==> config.mk <==
export PLATFORM = sky130hd
export DESIGN_NAME = imh_ram
export DESIGN_NICKNAME = d
export VERILOG_FILES = /design/src/hdl/imh_ram.sv
export SDC_FILE = /design/constraint.sdc
export NUM_CORES = 1
export LEC_CHECK = 0
export ABC_AREA = 1
export BUFFER_PORTS_ARGS = -buffer_cell sky130_fd_sc_hd__buf_4
export CORE_MARGIN = 1
export CORE_UTILIZATION = 50
export CTS_CLUSTER_DIAMETER = 80
export DETAILED_ROUTE_END_ITERATION = 8
export PLACE_DENSITY = 0.73
export SYNTH_ARGS = -nofsm -noshare
export SYNTH_HDL_FRONTEND = slang
export SYNTH_SLANG_ARGS = --single-unit
==> constraint.sdc <==
create_clock -name clk -period 1.4 [get_ports clk]
set_input_delay 0.28 -clock clk [delete_from_list [all_inputs] [get_ports clk]]
set_output_delay 0.28 -clock clk [all_outputs]
set_load 0.1 [all_outputs]
==> src/hdl/imh_ram.sv <==
`timescale 1ns / 1ps
`default_nettype none
// ----------------------------------------------------------------------------
// imh_ram
// Simple dual-port RAM: one write port, one read port, registered read.
// ----------------------------------------------------------------------------
module imh_ram #(
  parameter int WIDTH = 8,
  parameter int DEPTH = 16
) (
  input  wire logic                     clk,
  input  wire logic                     we,
  input  wire logic [$clog2(DEPTH)-1:0] waddr,
  input  wire logic [WIDTH-1:0]         wdata,
  input  wire logic                     re,
  input  wire logic [$clog2(DEPTH)-1:0] raddr,
  output logic      [WIDTH-1:0]         rdata
);

  logic [WIDTH-1:0] mem [DEPTH];

  always_ff @(posedge clk) begin
    if (we) begin
      mem[waddr] <= wdata;
    end
    if (re) begin
      rdata <= mem[raddr];
    end
  end

endmodule
`default_nettype wire

==> flow_summary.yaml <==
sta:
  worstMarginPinSlew_ps: 622
  relSlewSlack_pct: 58.5
  max_clock_freq_mhz: 743
  post-route-period-util_pct: 96.1
  timing_hold_violations_final: 0
  period_needed_ps: 1350
  drv_slew: 0
  finalClockSkew_ps: 18.2
  setup_viol: 0
  rsz0062_at_grt: "false"
route:
  drt-total-wl_um: 12900
  firstDrtPassIters: 5
  wl_per_cell_um: 17.3
  drt_iter0_drc: 427
  ant_nets: 0
  route.detailed.drc: 0
  post_drt_via_cell_ratio: 5.19
  num_vias: 3891
finish:
  final_common_cell: "nand2_1"
  final_cells: 749
  layout.nets: 614
  areaGrowthSynthToFinish_pct: 17.2
  layout-drive-gt1-share_pct: 13.4
  mostFrequentLayoutCells: "173 x nand2_1, 136 x edfxtp_1, 100 x inv_1"
  fin_util_pct: 60.0
  design_area_sq_mm: 0.00685
  antenna_cells: 0
floorplanning:
  die_h_um: 110
  die_w_um: 110
  ioPinCount: 27
  num_rows: 39
  core_area_sq_mm: 0.0114
  dieArea_sq_mm: 0.0121
  start_util_pct: 51.2
clock_network:
  cts-hold-fix-buffers: 0
  ctsResizeCount: 1
  worstSkewPairLatency_ps: 410
  cts.sink_count: 136
  root_buffer: "clkbuf_16"
  tritoncts: "yes"
  h-tree-depth: 4
  clk_pin_slew_worst_paths_ps: 60
  numCtsBuffers: 17
  cts_buffer_depth: 2
  cts_setup_buffers: 0
yosys:
  syn_inst: 551
  synth-seq-cells: 136
  syn-num-nets: 570
  synth_cell_types: 11
  ys_seq_area_share_pct: 69.8
  syn_avg_cell_area_sq_um: 10.6
  synth_area_sq_mm: 0.00585
  yosysWarnings: 0
setup_path:
  path_class: "register to output pin"
  cp-start-kind: "register"
  worst_setup_path_end_kind: "output pin"
  path_delay_family: "flip-flops"
  crit_buf_inv: 1
  slowest_stage: "edfxtp_1"
  critical_path.cell_chain: "buf_6"
  crit_fanout: 1
  slowest_delay_ps: 440
  required_ps: 1120
  cp.arrival_ps: 1070
global_routing:
  grt_use_met3_pct: 4.00
  antenna_found_initial: 0
  grt_use_met2_pct: 39.5
  overflow: 0
  grt_most_used_layer: "met2"
  grt_max_degree: 33
  gr-usage-met1_pct: 30.7
  grt_pass1_vias: 3733
  grt_usage_pct: 23.4
  grt_pass1_wl_um: 19900
pwr:
  p_per_area_mw_per_mm2: 1390
  ir_drop_v: 0.000689
  leakagePower_nw: 2.97
place:
  place_congestion: 0.864
  place_area_sq_mm: 0.00629
  place_inst: 719
  hpwlAfterDp_um: 7990
  port_buffers: 26
worst_hold_path:
  hold_class: "input pin to register"
job:
  drv_cap: 0
run_status:
  status: "completed"
==> layout make-up <==
class | count | area [sq um]
fillers | 907 | 4570
flip-flops and latches | 136 | 4080
repair buffers | 49 | 434
clock buffers | 17 | 425
inverters | 102 | 383
well taps | 143 | 179
clock inverters | 13 | 133
multi-input cells | 289 | 1210
==> metrics by stage <==
step,setup WS [ps],hold WS (ps),total power [mW],TNS [ps]
2_1_floorplan,169,379,5.16,0
3_3_place_gp,-117,596,5.42,-581
3_5_place_dp,-143,607,5.43,-867
4_1_cts,35.6,186,9.60,0
5_1_grt,14.4,190,9.81,0
6_report,55.0,194,9.53,0
==> state kept, by name (all words and copies together), names as in the netlist <==
| register | count |
|---|---|
| mem | 128 |
| rdata | 8 |
==> routing by layer <==
layer | part of all wire [%] | wire length, um
met3 | 6.3 | 809
met2 | 51 | 6530
met1 | 42 | 5390
met4 | 1.5 | 194
met5 | 0 | 0
==> cells in the mapped netlist (all sizes together) <==
| cell type | instances | area [sq um] |
|---|---|---|
| nand3 | 97 | 485 |
| nor2 | 17 | 63.8 |
| nand2 | 173 | 649 |
| buf | 24 | 166 |
| edfxtp | 136 | 4080 |
| inv | 102 | 383 |
| nand3b | 2 | 15.0 |
==> path summary, 6_finish.rpt <==
path               from        to  slack (ps)  cells past startpoint
min reg2reg  mem[10][0]  rdata[0]         730                      6
max reg2reg   mem[7][5]  rdata[5]         200                      6
min                  re  rdata[0]         190                      1
max            rdata[1]  rdata[1]          50                      1
==> kinds of logic (layout without fill, tap and decap cells) <==
| family | count (synthesis) | count (layout) | share of synthesized area (%) |
|---|---|---|---|
| and+or+nand+nor | 289 | 289 | 20.8 |
| buffers and inverters | 126 | 181 | 9.39 |
| DFF | 136 | 136 | 69.8 |
==> report_power, final <==
part / leakage [nW] / switching (mW) / total, mW / internal, mW
sequential: 1.24 / 0.0280 / 4.62 / 4.59
clock: 0.278 / 1.59 / 4.18 / 2.59
combinational: 1.46 / 0.533 / 0.738 / 0.206
(Power assumes the default switching activity.)
